### src/design/utg_pkg.sv
// Shared widths, codes and table entry type for the UTF-8 to glyph index decoder.
package utg_pkg;

    // Field widths
    localparam int FUNC_W   = 1;
    localparam int SLOT_W   = 4;
    localparam int CODE_W   = 16;
    localparam int GLYPH_W  = 17;
    localparam int STATUS_W = 2;
    localparam int LEN_W    = 3;
    localparam int BYTE_W   = 8;
    localparam int CFG_W    = 5;
    localparam int LEFT_W   = 2;

    // Operation codes on the input channel
    localparam logic [FUNC_W-1:0] FUNC_TABLE = 1'b0;
    localparam logic [FUNC_W-1:0] FUNC_TEXT  = 1'b1;

    // Result status codes
    localparam logic [STATUS_W-1:0] STAT_OK       = 2'd0;
    localparam logic [STATUS_W-1:0] STAT_NOMATCH  = 2'd1;
    localparam logic [STATUS_W-1:0] STAT_FOURBYTE = 2'd2;
    localparam logic [STATUS_W-1:0] STAT_BADLEAD  = 2'd3;

    // Sequence lengths
    localparam logic [LEN_W-1:0] LEN_ONE   = 3'd1;
    localparam logic [LEN_W-1:0] LEN_TWO   = 3'd2;
    localparam logic [LEN_W-1:0] LEN_THREE = 3'd3;
    localparam logic [LEN_W-1:0] LEN_FOUR  = 3'd4;

    // Continuation bytes still expected
    localparam logic [LEFT_W-1:0] LEFT_NONE  = 2'd0;
    localparam logic [LEFT_W-1:0] LEFT_ONE   = 2'd1;
    localparam logic [LEFT_W-1:0] LEFT_TWO   = 2'd2;
    localparam logic [LEFT_W-1:0] LEFT_THREE = 2'd3;

    // Payload bit positions
    localparam int SHIFT_MID = 6;
    localparam int SHIFT_HI  = 12;

    // One range table entry
    typedef struct packed {
        logic [CODE_W-1:0] first_code;
        logic [CODE_W-1:0] length;
        logic [CODE_W-1:0] first_glyph;
    } t_range_entry;

endpackage

### src/design/utg_in_if.sv
// Input channel: table entry writes and text bytes with valid/ready handshake.
interface utg_in_if;
    logic                         valid;
    logic                         ready;
    logic [utg_pkg::FUNC_W-1:0]   func;
    logic [utg_pkg::SLOT_W-1:0]   entry_slot;
    logic [utg_pkg::CODE_W-1:0]   range_first_code;
    logic [utg_pkg::CODE_W-1:0]   range_length;
    logic [utg_pkg::CODE_W-1:0]   range_first_glyph;
    logic [utg_pkg::BYTE_W-1:0]   text_byte;

    modport source (
        output valid, func, entry_slot, range_first_code, range_length,
               range_first_glyph, text_byte,
        input  ready
    );
    modport sink (
        input  valid, func, entry_slot, range_first_code, range_length,
               range_first_glyph, text_byte,
        output ready
    );
endinterface

### src/design/utg_out_if.sv
// Output channel: decoded code point results with valid/ready handshake.
interface utg_out_if;
    logic                          valid;
    logic                          ready;
    logic [utg_pkg::CODE_W-1:0]    code_point;
    logic [utg_pkg::GLYPH_W-1:0]   glyph_index;
    logic [utg_pkg::STATUS_W-1:0]  status;
    logic [utg_pkg::LEN_W-1:0]     sequence_length;

    modport source (
        output valid, code_point, glyph_index, status, sequence_length,
        input  ready
    );
    modport sink (
        input  valid, code_point, glyph_index, status, sequence_length,
        output ready
    );
endinterface

### src/design/utf8_to_glyph_index_core.sv
// A table write or a byte that does not end a sequence leaves the decoder idle and ready.
// A byte that ends a 1- to 3-byte sequence walks the range table with one shared comparator
// fed by a registered read over at most min(range_count, TABLE_ENTRIES) entries (an early
// match ends the walk sooner); the result then waits in ST_FINISH for the output register.
// Four-byte and invalid-lead results skip the walk and go straight to ST_FINISH.
// Synchronous active-low reset clears decoder, range_count and output valid; table undefined.
module utf8_to_glyph_index_core #(
    parameter int TABLE_ENTRIES = 16
) (
    input  logic                          i_clk,
    input  logic                          i_rst_n,
    input  logic                          i_cfg_we,
    input  logic [utg_pkg::CFG_W-1:0]     i_cfg_wdata,
    utg_in_if.sink                        i_in_ch,
    utg_out_if.source                     o_out_ch
);
    import utg_pkg::*;

    localparam int IDX_W = (TABLE_ENTRIES > 1) ? $clog2(TABLE_ENTRIES) : 1;
    localparam int CNT_W = $clog2(TABLE_ENTRIES + 1);
    localparam int LIM_W = (CNT_W > CFG_W) ? CNT_W : CFG_W;
    localparam int SLX_W = (IDX_W > SLOT_W) ? IDX_W : SLOT_W;

    localparam logic [1:0] ST_IDLE   = 2'd0;
    localparam logic [1:0] ST_SEARCH = 2'd1;
    localparam logic [1:0] ST_FINISH = 2'd2;

    // Registers
    logic [1:0]            r_state,        n_state;
    logic [CFG_W-1:0]      r_range_count;
    logic [CODE_W-1:0]     r_accum,        n_accum;
    logic [LEFT_W-1:0]     r_left,         n_left;
    logic [LEN_W-1:0]      r_seqlen,       n_seqlen;
    logic [CODE_W-1:0]     r_cp,           n_cp;
    logic [CNT_W-1:0]      r_idx,          n_idx;
    logic [CNT_W-1:0]      r_limit,        n_limit;
    logic                  r_ent_vld,      n_ent_vld;
    t_range_entry          r_ent;
    logic [GLYPH_W-1:0]    r_res_glyph,    n_res_glyph;
    logic [STATUS_W-1:0]   r_res_status,   n_res_status;
    logic                  r_out_vld,      n_out_vld;
    logic [CODE_W-1:0]     r_out_cp,       n_out_cp;
    logic [GLYPH_W-1:0]    r_out_glyph,    n_out_glyph;
    logic [STATUS_W-1:0]   r_out_status,   n_out_status;
    logic [LEN_W-1:0]      r_out_len,      n_out_len;

    t_range_entry          r_table [TABLE_ENTRIES];

    // Handshake and write decode
    logic                  in_fire;
    logic                  text_fire;
    logic                  table_we;
    logic [SLX_W-1:0]      slot_ext;
    t_range_entry          wr_entry;
    logic                  out_free;
    logic                  issue;
    logic [BYTE_W-1:0]     tb;
    logic [CODE_W-1:0]     cont_bits;
    logic [CODE_W-1:0]     cont_acc;
    logic [LIM_W-1:0]      cnt_ext;
    logic [LIM_W-1:0]      lim_sat;

    // Shared range comparator
    logic [GLYPH_W-1:0]    range_end;
    logic                  hit;
    logic [GLYPH_W-1:0]    glyph_calc;

    assign i_in_ch.ready = (r_state == ST_IDLE);
    assign in_fire       = i_in_ch.valid && i_in_ch.ready;
    assign text_fire     = in_fire && (i_in_ch.func == FUNC_TEXT);
    assign slot_ext      = SLX_W'(i_in_ch.entry_slot);
    assign table_we      = in_fire && (i_in_ch.func == FUNC_TABLE)
                           && (32'(i_in_ch.entry_slot) < TABLE_ENTRIES);
    assign wr_entry      = '{first_code:  i_in_ch.range_first_code,
                             length:      i_in_ch.range_length,
                             first_glyph: i_in_ch.range_first_glyph};
    assign out_free      = !r_out_vld || o_out_ch.ready;
    assign issue         = (r_state == ST_SEARCH) && (r_idx != r_limit);
    assign tb            = i_in_ch.text_byte;

    // Merge a continuation byte with only bit 7 cleared
    assign cont_bits = CODE_W'(tb[6:0]);
    assign cont_acc  = r_accum | ((r_left == LEFT_TWO) ? (cont_bits << SHIFT_MID)
                                                       : cont_bits);

    // Clamp the search length to the table depth
    assign cnt_ext = LIM_W'(r_range_count);
    assign lim_sat = (cnt_ext > LIM_W'(TABLE_ENTRIES)) ? LIM_W'(TABLE_ENTRIES) : cnt_ext;

    // Compare one entry against the code point
    assign range_end  = {1'b0, r_ent.first_code} + {1'b0, r_ent.length};
    assign hit        = r_ent_vld && (r_ent.first_code <= r_cp)
                        && ({1'b0, r_cp} < range_end);
    assign glyph_calc = {1'b0, r_cp - r_ent.first_code} + {1'b0, r_ent.first_glyph};

    // Sequencer
    always_comb begin
        n_state      = r_state;
        n_accum      = r_accum;
        n_left       = r_left;
        n_seqlen     = r_seqlen;
        n_cp         = r_cp;
        n_idx        = r_idx;
        n_limit      = r_limit;
        n_ent_vld    = r_ent_vld;
        n_res_glyph  = r_res_glyph;
        n_res_status = r_res_status;
        n_out_vld    = r_out_vld;
        n_out_cp     = r_out_cp;
        n_out_glyph  = r_out_glyph;
        n_out_status = r_out_status;
        n_out_len    = r_out_len;

        // Drop the result once taken
        if (r_out_vld && o_out_ch.ready) begin
            n_out_vld = 1'b0;
        end

        case (r_state)
            ST_IDLE: begin
                if (text_fire) begin
                    if (r_left != LEFT_NONE) begin
                        // Continuation byte inside a sequence
                        if (r_seqlen != LEN_FOUR) begin
                            n_accum = cont_acc;
                        end
                        n_left = r_left - LEFT_ONE;
                        if (r_left == LEFT_ONE) begin
                            if (r_seqlen == LEN_FOUR) begin
                                n_res_glyph  = '0;
                                n_res_status = STAT_FOURBYTE;
                                n_state      = ST_FINISH;
                            end else begin
                                n_cp      = cont_acc;
                                n_idx     = '0;
                                n_limit   = lim_sat[CNT_W-1:0];
                                n_ent_vld = 1'b0;
                                n_state   = ST_SEARCH;
                            end
                        end
                    end else if (tb[7] == 1'b0) begin
                        // Single-byte character
                        n_accum   = CODE_W'(tb);
                        n_seqlen  = LEN_ONE;
                        n_cp      = CODE_W'(tb);
                        n_idx     = '0;
                        n_limit   = lim_sat[CNT_W-1:0];
                        n_ent_vld = 1'b0;
                        n_state   = ST_SEARCH;
                    end else if (tb[7:5] == 3'b110) begin
                        n_accum  = CODE_W'(tb[4:0]) << SHIFT_MID;
                        n_seqlen = LEN_TWO;
                        n_left   = LEFT_ONE;
                    end else if (tb[7:4] == 4'b1110) begin
                        n_accum  = CODE_W'(tb[3:0]) << SHIFT_HI;
                        n_seqlen = LEN_THREE;
                        n_left   = LEFT_TWO;
                    end else if (tb[7:3] == 5'b11110) begin
                        n_accum  = '0;
                        n_seqlen = LEN_FOUR;
                        n_left   = LEFT_THREE;
                    end else begin
                        // Stray continuation or invalid lead
                        n_accum      = '0;
                        n_seqlen     = LEN_ONE;
                        n_res_glyph  = '0;
                        n_res_status = STAT_BADLEAD;
                        n_state      = ST_FINISH;
                    end
                end
            end
            ST_SEARCH: begin
                // Advance the read one entry ahead of the compare
                n_ent_vld = issue;
                if (issue) begin
                    n_idx = r_idx + CNT_W'(1);
                end
                if (hit) begin
                    n_res_glyph  = glyph_calc;
                    n_res_status = STAT_OK;
                    n_state      = ST_FINISH;
                end else if (r_idx == r_limit) begin
                    n_res_glyph  = '0;
                    n_res_status = STAT_NOMATCH;
                    n_state      = ST_FINISH;
                end
            end
            ST_FINISH: begin
                // Hold until the result register is free
                if (out_free) begin
                    n_out_vld    = 1'b1;
                    n_out_cp     = (r_res_status == STAT_OK) ? r_cp : '0;
                    n_out_glyph  = r_res_glyph;
                    n_out_status = r_res_status;
                    n_out_len    = r_seqlen;
                    n_state      = ST_IDLE;
                end
            end
            default: begin
                n_state = ST_IDLE;
            end
        endcase
    end

    // Control state
    always_ff @(posedge i_clk) begin
        if (!i_rst_n) begin
            r_state       <= ST_IDLE;
            r_range_count <= '0;
            r_accum       <= '0;
            r_left        <= LEFT_NONE;
            r_seqlen      <= '0;
            r_ent_vld     <= 1'b0;
            r_out_vld     <= 1'b0;
        end else begin
            r_state   <= n_state;
            r_accum   <= n_accum;
            r_left    <= n_left;
            r_seqlen  <= n_seqlen;
            r_ent_vld <= n_ent_vld;
            r_out_vld <= n_out_vld;
            if (i_cfg_we) begin
                r_range_count <= i_cfg_wdata;
            end
        end
    end

    // Payload registers
    always_ff @(posedge i_clk) begin
        r_cp         <= n_cp;
        r_idx        <= n_idx;
        r_limit      <= n_limit;
        r_res_glyph  <= n_res_glyph;
        r_res_status <= n_res_status;
        r_out_cp     <= n_out_cp;
        r_out_glyph  <= n_out_glyph;
        r_out_status <= n_out_status;
        r_out_len    <= n_out_len;
    end

    // Range table memory: one write port, one registered read port
    always_ff @(posedge i_clk) begin
        if (table_we) begin
            r_table[slot_ext[IDX_W-1:0]] <= wr_entry;
        end
        if (issue) begin
            r_ent <= r_table[r_idx[IDX_W-1:0]];
        end
    end

    assign o_out_ch.valid           = r_out_vld;
    assign o_out_ch.code_point      = r_out_cp;
    assign o_out_ch.glyph_index     = r_out_glyph;
    assign o_out_ch.status          = r_out_status;
    assign o_out_ch.sequence_length = r_out_len;

`ifndef SYNTH
    a_err_zero: assert property (@(posedge i_clk) disable iff (!i_rst_n)
        (o_out_ch.valid && (o_out_ch.status != STAT_OK))
        |-> (o_out_ch.code_point == '0) && (o_out_ch.glyph_index == '0))
        else $error("non-ok result carries nonzero code point or glyph");

    a_four_len: assert property (@(posedge i_clk) disable iff (!i_rst_n)
        (o_out_ch.valid && (o_out_ch.status == STAT_FOURBYTE))
        |-> (o_out_ch.sequence_length == LEN_FOUR))
        else $error("four-byte status without length four");

    a_idx_bound: assert property (@(posedge i_clk) disable iff (!i_rst_n)
        (r_state == ST_SEARCH) |-> (r_idx <= r_limit))
        else $error("search index ran past the limit");

    a_ascii_search: assert property (@(posedge i_clk) disable iff (!i_rst_n)
        (text_fire && (r_left == LEFT_NONE) && !i_in_ch.text_byte[7])
        |=> (r_state == ST_SEARCH))
        else $error("single-byte character did not start a table walk");
`endif

endmodule
### src/flat_wrapper.sv
// flat-port wrapper written by rule: the top's interface ports become plain ports
module utf8_to_glyph_index_core_flat import utg_pkg::*;
#(
    parameter int TABLE_ENTRIES = 16
)
  (i_clk, i_rst_n, i_cfg_we, i_cfg_wdata, i_in_ch_valid, i_in_ch_func, i_in_ch_entry_slot, i_in_ch_range_first_code, i_in_ch_range_length, i_in_ch_range_first_glyph, i_in_ch_text_byte, i_in_ch_ready, o_out_ch_valid, o_out_ch_code_point, o_out_ch_glyph_index, o_out_ch_status, o_out_ch_sequence_length, o_out_ch_ready);
  utg_in_if i_in_ch_i ();
  utg_out_if o_out_ch_i ();
  input  logic i_clk;
  input  logic i_rst_n;
  input  logic i_cfg_we;
  input  logic [utg_pkg::CFG_W-1:0] i_cfg_wdata;
  input wire logic [$bits(i_in_ch_i.valid)-1:0] i_in_ch_valid;
  input wire logic [$bits(i_in_ch_i.func)-1:0] i_in_ch_func;
  input wire logic [$bits(i_in_ch_i.entry_slot)-1:0] i_in_ch_entry_slot;
  input wire logic [$bits(i_in_ch_i.range_first_code)-1:0] i_in_ch_range_first_code;
  input wire logic [$bits(i_in_ch_i.range_length)-1:0] i_in_ch_range_length;
  input wire logic [$bits(i_in_ch_i.range_first_glyph)-1:0] i_in_ch_range_first_glyph;
  input wire logic [$bits(i_in_ch_i.text_byte)-1:0] i_in_ch_text_byte;
  output wire logic [$bits(i_in_ch_i.ready)-1:0] i_in_ch_ready;
  output wire logic [$bits(o_out_ch_i.valid)-1:0] o_out_ch_valid;
  output wire logic [$bits(o_out_ch_i.code_point)-1:0] o_out_ch_code_point;
  output wire logic [$bits(o_out_ch_i.glyph_index)-1:0] o_out_ch_glyph_index;
  output wire logic [$bits(o_out_ch_i.status)-1:0] o_out_ch_status;
  output wire logic [$bits(o_out_ch_i.sequence_length)-1:0] o_out_ch_sequence_length;
  input wire logic [$bits(o_out_ch_i.ready)-1:0] o_out_ch_ready;
  assign i_in_ch_i.valid = i_in_ch_valid;
  assign i_in_ch_i.func = i_in_ch_func;
  assign i_in_ch_i.entry_slot = i_in_ch_entry_slot;
  assign i_in_ch_i.range_first_code = i_in_ch_range_first_code;
  assign i_in_ch_i.range_length = i_in_ch_range_length;
  assign i_in_ch_i.range_first_glyph = i_in_ch_range_first_glyph;
  assign i_in_ch_i.text_byte = i_in_ch_text_byte;
  assign i_in_ch_ready = i_in_ch_i.ready;
  assign o_out_ch_valid = o_out_ch_i.valid;
  assign o_out_ch_code_point = o_out_ch_i.code_point;
  assign o_out_ch_glyph_index = o_out_ch_i.glyph_index;
  assign o_out_ch_status = o_out_ch_i.status;
  assign o_out_ch_sequence_length = o_out_ch_i.sequence_length;
  assign o_out_ch_i.ready = o_out_ch_ready;
  utf8_to_glyph_index_core #(.TABLE_ENTRIES(TABLE_ENTRIES)) u_core (.i_clk(i_clk), .i_rst_n(i_rst_n), .i_cfg_we(i_cfg_we), .i_cfg_wdata(i_cfg_wdata), .i_in_ch(i_in_ch_i), .o_out_ch(o_out_ch_i));
endmodule
### config.mk
export PLATFORM = sky130hd
export DESIGN_NAME = utf8_to_glyph_index_core_flat
export DESIGN_NICKNAME = d
export VERILOG_FILES = /design/src/design/utg_pkg.sv /design/src/design/utg_in_if.sv /design/src/design/utg_out_if.sv /design/src/design/utf8_to_glyph_index_core.sv /design/src/flat_wrapper.sv
export SDC_FILE = /design/constraint.sdc
export NUM_CORES = 1
export LEC_CHECK = 0
export BUFFER_PORTS_ARGS = -buffer_cell sky130_fd_sc_hd__buf_2
export CAP_MARGIN = 20
export CORE_ASPECT_RATIO = 1.5
export CORE_UTILIZATION = 60
export DETAILED_ROUTE_END_ITERATION = 8
export GPL_ROUTABILITY_DRIVEN = 0
export PLACE_DENSITY = 0.86
export SETUP_SLACK_MARGIN = 0.05
export SYNTH_ARGS = -nofsm -noshare
export SYNTH_HDL_FRONTEND = slang
export SYNTH_SLANG_ARGS = --single-unit
### constraint.sdc
create_clock -name i_clk -period 18.1 [get_ports i_clk]
set_clock_uncertainty 0.1 [all_clocks]
set_input_delay 2.715 -clock i_clk [delete_from_list [all_inputs] [get_ports i_clk]]
set_output_delay 2.715 -clock i_clk [all_outputs]
set_load 0.02 [all_outputs]
==> qor.yml, run 1 <==
timing:
  tns_ns: 0
  period_needed_ns: 5.43
  slew_headroom_pct: 30.4
  tightest_slew_ns: 1.04
  finalSetupViolCount: 0
  post-route-period-util_pct: 30.0
  hold_ws_ns: 0.308
  postLayoutSetupSlackWorst_ns: 12.67
  fmax_mhz: 184
  drv_slew: 0
  hold_viol_final: 0
  rsz0062_at_grt: "false"
pwr:
  p_int_mw: 3.46
  p_per_area_nw_per_um2: 108
  netSwitchingFraction_pct: 21.9
  power.switching_mw: 0.971
  power_frac_seq_pct: 54.3
  p_clk_share_pct: 38.3
  power_mw: 4.43
  irDropWorstVdd_uv: 65.6
  leakagePower_nw: 13.4
  p_comb_share_pct: 7.4
layout:
  post_layout_nonfiller_instances: 2805
  final_util_pct: 67.3
  fin_area_um2: 41100
  fin_nets: 2091
  area_delta_synth_final_pct: 11.2
  drive_gt1_share_pct: 26.0
synth:
  synth.most_common_cell: "edfxtp_1"
  synth.ff_latch_count: 929
  async_flop_share_pct: 0
  synth_area_leader_cell: "edfxtp_1"
  avgSynthCellArea_um2: 20.5
  synth_top_cells_by_count: "899 x edfxtp_1, 240 x mux4_2, 89 x nor2_1, 64 x ha_1, 58 x a21oi_1"
  synth_edf_count: 899
  synth_area_leaders: "edfxtp_1 73%, mux4_2 15%, ha_1 2.2%, dfxtp_1 1.6%, nor2_1 0.90%"
  ys_seq_area_share_pct: 74.6
  syn-cell-area_um2: 37000
  syn_nets: 1944
  synth_cell_type_count: 66
  synth_top_area_share_pct: 72.9
  yosysWarnings: 0
  synth_ff_type: "edfxtp_1"
  synth_cells: 1806
run_status:
  outcome: "complete, no violations"
die:
  rows: 111
  die_y_um: 306
  ios: 111
  coreArea_um2: 61100
  die_w_um: 205
  die-area_um2: 62700
  start_util_pct: 60.6
critical_path:
  r2r_slack_ns: 12.67
  worst_setup_path_startpoint: "u_core.r_ent[32]$_DFFE_PP_"
  cp-end-kind: "flop"
  cpPeakStageDelay_ns: 0.90
  cp_cell_sequence: "ha_1 > fa_1 > a211oi_1 > nor3_1 > o41ai_1 > nand2_1 > a21o_1 > a21oi_1 > xor2_1 > ha_1 > a2111oi_0 > o21ai_0 > o21ai_0 > o2bb2ai_1 > o211ai_2 > a31oi_2 > o21ba_1"
  r2r-start: "u_core.r_ent[32]$_DFFE_PP_"
  worstPathRequired_ns: 18.25
  cp_top_family: "compound AO/OA/AOI/OAI gates"
  path_class: "reg2reg"
  path_max_fanout: 19
  start_kind: "flop"
  timing.critical_path.buf_inv: 0
  arrival_ns: 5.58
  crit_path_top_delay_cell: "o21ba_1"
clocking:
  cts-buffers-inserted: 80
  clock_path_buffers: 3
  h-tree-depth: 3
  hold_buffers: 0
  cts_setup_buffers: 0
  cts_tree: "built"
  clk_latency_ns: 0.65
  ctsRootBufferMaster: "clkbuf_16"
  path_clk_slew_ns: 0.07
  cts_resized: 0
  cts.sinks: 929
global_route:
  overflow: 0
  grt_pass1_wl_mm: 127
  grt_usage_pct: 28.4
  grt_pass1_vias: 19600
  grt_max_degree: 120
  antenna_found_initial: 7
route:
  detail_route.iter0.violations: 2346
  routed-via-count: 19000
  drc: 0
  vias_per_cell: 6.77
  drt_pass1_iterations: 9
  routed_wirelength_mm: 86.1
  antenna_left: 0
  wl_per_cell_um: 30.7
place:
  dpl_cell_area_um2: 38600
  post-dp-hpwl_mm: 46.8
  place_inst: 2660
  dp_slack_ns: 12.61
  numPortBuffers: 110
min_path:
  min_path_type: "reg2reg"
  holdCritStartpoint: "u_core.r_res_glyph[4]$_SDFFCE_PN0P_"
run:
  drv_cap: 0
## flip-flops by register name (all words and copies together) (netlist names), 16 cells and up
name and flops:
u_core.o_out_ch.code_point 16, u_core.o_out_ch.glyph_index 17, u_core.r_accum 16, u_core.r_cp 16, u_core.r_ent 48, u_core.r_res_glyph 17
u_core.r_table 768
## cell families after synthesis
logic type	synth area share, %
muxes	14.8
adders and majority gates	2.33
DFF	74.6
buffers and inverters	1.19
xor gates and xnor gates	1.02
AOI/OAI and AO/OA	3.06
and+or+nand+nor	3.07
## power by group through the flow
stage          logic, mW  clock network (mW)  registers, mW
4_1_cts            0.326                1.71           2.41
3_5_place_dp       0.319                   0           2.45
5_1_grt            0.350                1.78           2.41
6_report           0.328                1.70           2.41
2_1_floorplan      0.211                   0           2.45
3_3_place_gp       0.305                   0           2.45
## placed cells by master (no fill, tap or decap), types with 13 or more instances in the layout
cell type	instances
nor2_1	81
a21oi_1	58
nor3_1	20
clkinv_1	17
xor2_1	21
edfxtp_1	899
nand3_1	19
and2_1	20
xnor2_1	22
nand2b_1	13
nand2_1	36
dfxtp_1	30
buf_4	24
o21ai_0	33
inv_1	35
buf_2	110
clkbuf_16	82
mux4_2	240
ha_1	64
## metal layers
metal  GRT usage (%)  up-vias  part of all wire, %
met1            34.3     9767                   35
li1                -     7729                    -
met2            49.1     1206                   53
met3            4.55      269                  7.4
met5               0        -                0.060
met4            15.0        8                  5.2
## layout make-up
| class | count | area, µm² |
|---|---|---|
| repair buffers | 137 | 778 |
| inverters | 38 | 143 |
| clock buffers | 94 | 2100 |
| clock inverters | 46 | 448 |
| fillers | 3661 | 20000 |
| flip-flops and latches | 929 | 27600 |
| well taps | 791 | 990 |
| multi-input cells | 767 | 9080 |
| diodes | 3 | 7.51 |
## path summary, 6_finish.rpt
check,endpoint,cells after the start
max,u_core.r_res_glyph[10]$_SDFFCE_PN0P_,17
min,u_core.o_out_ch.glyph_index[4]$_DFFE_PP_,0
max reg2reg,u_core.r_res_glyph[10]$_SDFFCE_PN0P_,17
min reg2reg,u_core.o_out_ch.glyph_index[4]$_DFFE_PP_,0
Note: power is estimated with default switching activity, not from simulation.
==> inputs of run 2 (changes only) <==
Clock period 18.1 ns to 5.3 ns, I/O delays scaled along.
==> run 2 against run 1 <==
Sequential share of layout area fell by 0.24 points; sequential power rose to 3.4 times the previous value; worst setup slack got worse by 12 ns; via count rose by 1.1%; largest cell class unchanged.
==> qor.yml, run 2 (same netlist as run 1, synthesis figures left out) <==
run_status:
  outcome: "complete, no violations"
route:
  vias_per_cell: 6.82  # +0.78%
  routed-via-count: 19200  # +1.1%
  antenna_left: 0  # unchanged
  routed_wirelength_mm: 88.1  # +2.3%
  drc: 0  # unchanged
  wl_per_cell_um: 31.3  # +2.0%
  detail_route.iter0.violations: 2535  # +8.1%
  drt_pass1_iterations: 6  # -3
pwr:
  leakagePower_nw: 13.5  # +0.32%
  power_mw: 15.2  # +240%
  p_per_area_nw_per_um2: 367  # +240%
  irDropWorstVdd_uv: 219  # +230%
layout:
  post_layout_nonfiller_instances: 2814  # +0.32%
  area_delta_synth_final_pct: 11.6
  drive_gt1_share_pct: 25.9  # about the same
  fin_nets: 2093  # +0.096%
  largest_reg_flops: 768  # unchanged
  final_common_cell: "edfxtp_1"
  final_cell_mix: "899 x edfxtp_1, 240 x mux4_2, 110 x buf_2, 82 x clkbuf_16, 81 x nor2_1"
  fin_area_um2: 41300  # +0.36%
timing:
  hold_viol_final: 0  # unchanged
  finalSetupViolCount: 0  # unchanged
  drv_slew: 0  # unchanged
  tightest_slew_ns: 1.13  # +0.0951 ns
  fmax_mhz: 199  # +8.1%
  tns_ns: 0  # unchanged
  period_needed_ns: 5.02  # -0.409 ns
  post-route-period-util_pct: 94.7  # +65 points
  rsz0062_at_grt: "true"
  slew_headroom_pct: 24.3  # -6.1 points
die:
  die-area_um2: 62700  # unchanged
  die_y_um: 306  # unchanged
  ios: 111  # unchanged
  rows: 111  # unchanged
  start_util_pct: 60.6  # unchanged
  die_w_um: 205  # unchanged
  coreArea_um2: 61100  # unchanged
critical_path:
  arrival_ns: 5.22  # -0.36 ns
  start_kind: "flop"
  path_class: "reg2reg"
  cp-end-kind: "flop"
  worstPathRequired_ns: 5.50  # -12.75 ns
  path_max_fanout: 19  # unchanged
global_route:
  antenna_found_initial: 10  # +3
  grt_pass1_vias: 20000  # +2.2%
  grt_usage_pct: 29.1  # +0.71 points
  grt_pass1_wl_mm: 130  # +2.2%
  grt_max_degree: 143  # +19%
  overflow: 0  # unchanged
clocking:
  cts_tree: "built"
  ctsRootBufferMaster: "clkbuf_16"
  clk_latency_ns: 0.65  # about the same
  h-tree-depth: 3  # unchanged
  path_clk_slew_ns: 0.07  # about the same
  cts-buffers-inserted: 79  # -1.3%
  cts.sinks: 929  # unchanged
  clock_path_buffers: 3  # unchanged
place:
  post-dp-hpwl_mm: 47.6  # +1.6%
  dpl_cell_area_um2: 38700  # +0.36%
  place_inst: 2664  # +0.15%
  numPortBuffers: 110  # unchanged
run:
  drv_cap: 0  # unchanged
min_path:
  min_path_type: "in2reg"
==> run 2: through the flow <==
step                hold WS (ns)  setup slack [ns]  utilization (%)
finish                     0.291             0.279             67.6
global route               0.323           -0.0265             67.6
CTS                        0.271             0.371             67.5
detailed placement         0.305             0.485             63.3
global placement           0.301             0.570             63.3
floorplan                  0.300             0.224                -
==> run 2: final cells by class <==
class	instances	area [µm²]
diodes	3	7.51
clock buffers	97	2110
clock inverters	49	445
fillers	3573	19800
inverters	38	143
multi-input cells	767	9100
flip-flops and latches	929	27600
well taps	791	990
repair buffers	140	901
==> run 2: layer usage <==
metal | track usage (%) | routed length (µm)
met1 | 36.0 | 30300
met3 | 5.25 | 7840
met2 | 49.6 | 45900
met4 | 14.2 | 3930
met5 | 0 | 54
==> run 2: worst max-delay path, stage by stage, from the launching register on <==
cell and delay [ns]:
edfxtp_1 0.41, ha_1 0.27, fa_1 0.45, a211oi_1 0.36, nor3_1 0.15, o41ai_1 0.46, a31o_2 0.26, xor2_1 0.22
ha_1 0.30, a2111oi_0 0.47, o21ai_0 0.16, o21ai_0 0.17, o2bb2ai_1 0.09, o211ai_2 0.11, a31oi_2 0.17, o21ba_1 0.25
buf_4 0.27
==> run 2: path summary, 6_finish.rpt <==
kind,start,to,slack [ns],depth (start not counted)
worst max-delay path,u_core.r_ent[16]$_DFFE_PP_,u_core.r_res_glyph[15]$_SDFFCE_PN0P_,0.28,16
worst min-delay path,i_cfg_wdata[2],u_core.cnt_ext[2]$_SDFFE_PN0P_,0.29,3
worst max register to register,u_core.r_ent[16]$_DFFE_PP_,u_core.r_res_glyph[15]$_SDFFCE_PN0P_,0.28,16
worst min register to register,u_core.r_res_glyph[13]$_SDFFCE_PN0P_,u_core.o_out_ch.glyph_index[13]$_DFFE_PP_,0.32,0
==> run 2: timing repair <==
action	in CTS	in global routing
buffers inserted	0	0
setup endpoints to repair	0	1
resized for setup	0	1
hold buffers	0	0
==> run 2: where the power goes <==
group          switching (mW)  internal, mW  leakage (nW)
combinational           0.663         0.458          3.82
clock                    2.62          3.20          1.25
sequential             0.0489          8.16          8.41
total                    3.34          11.8          13.5
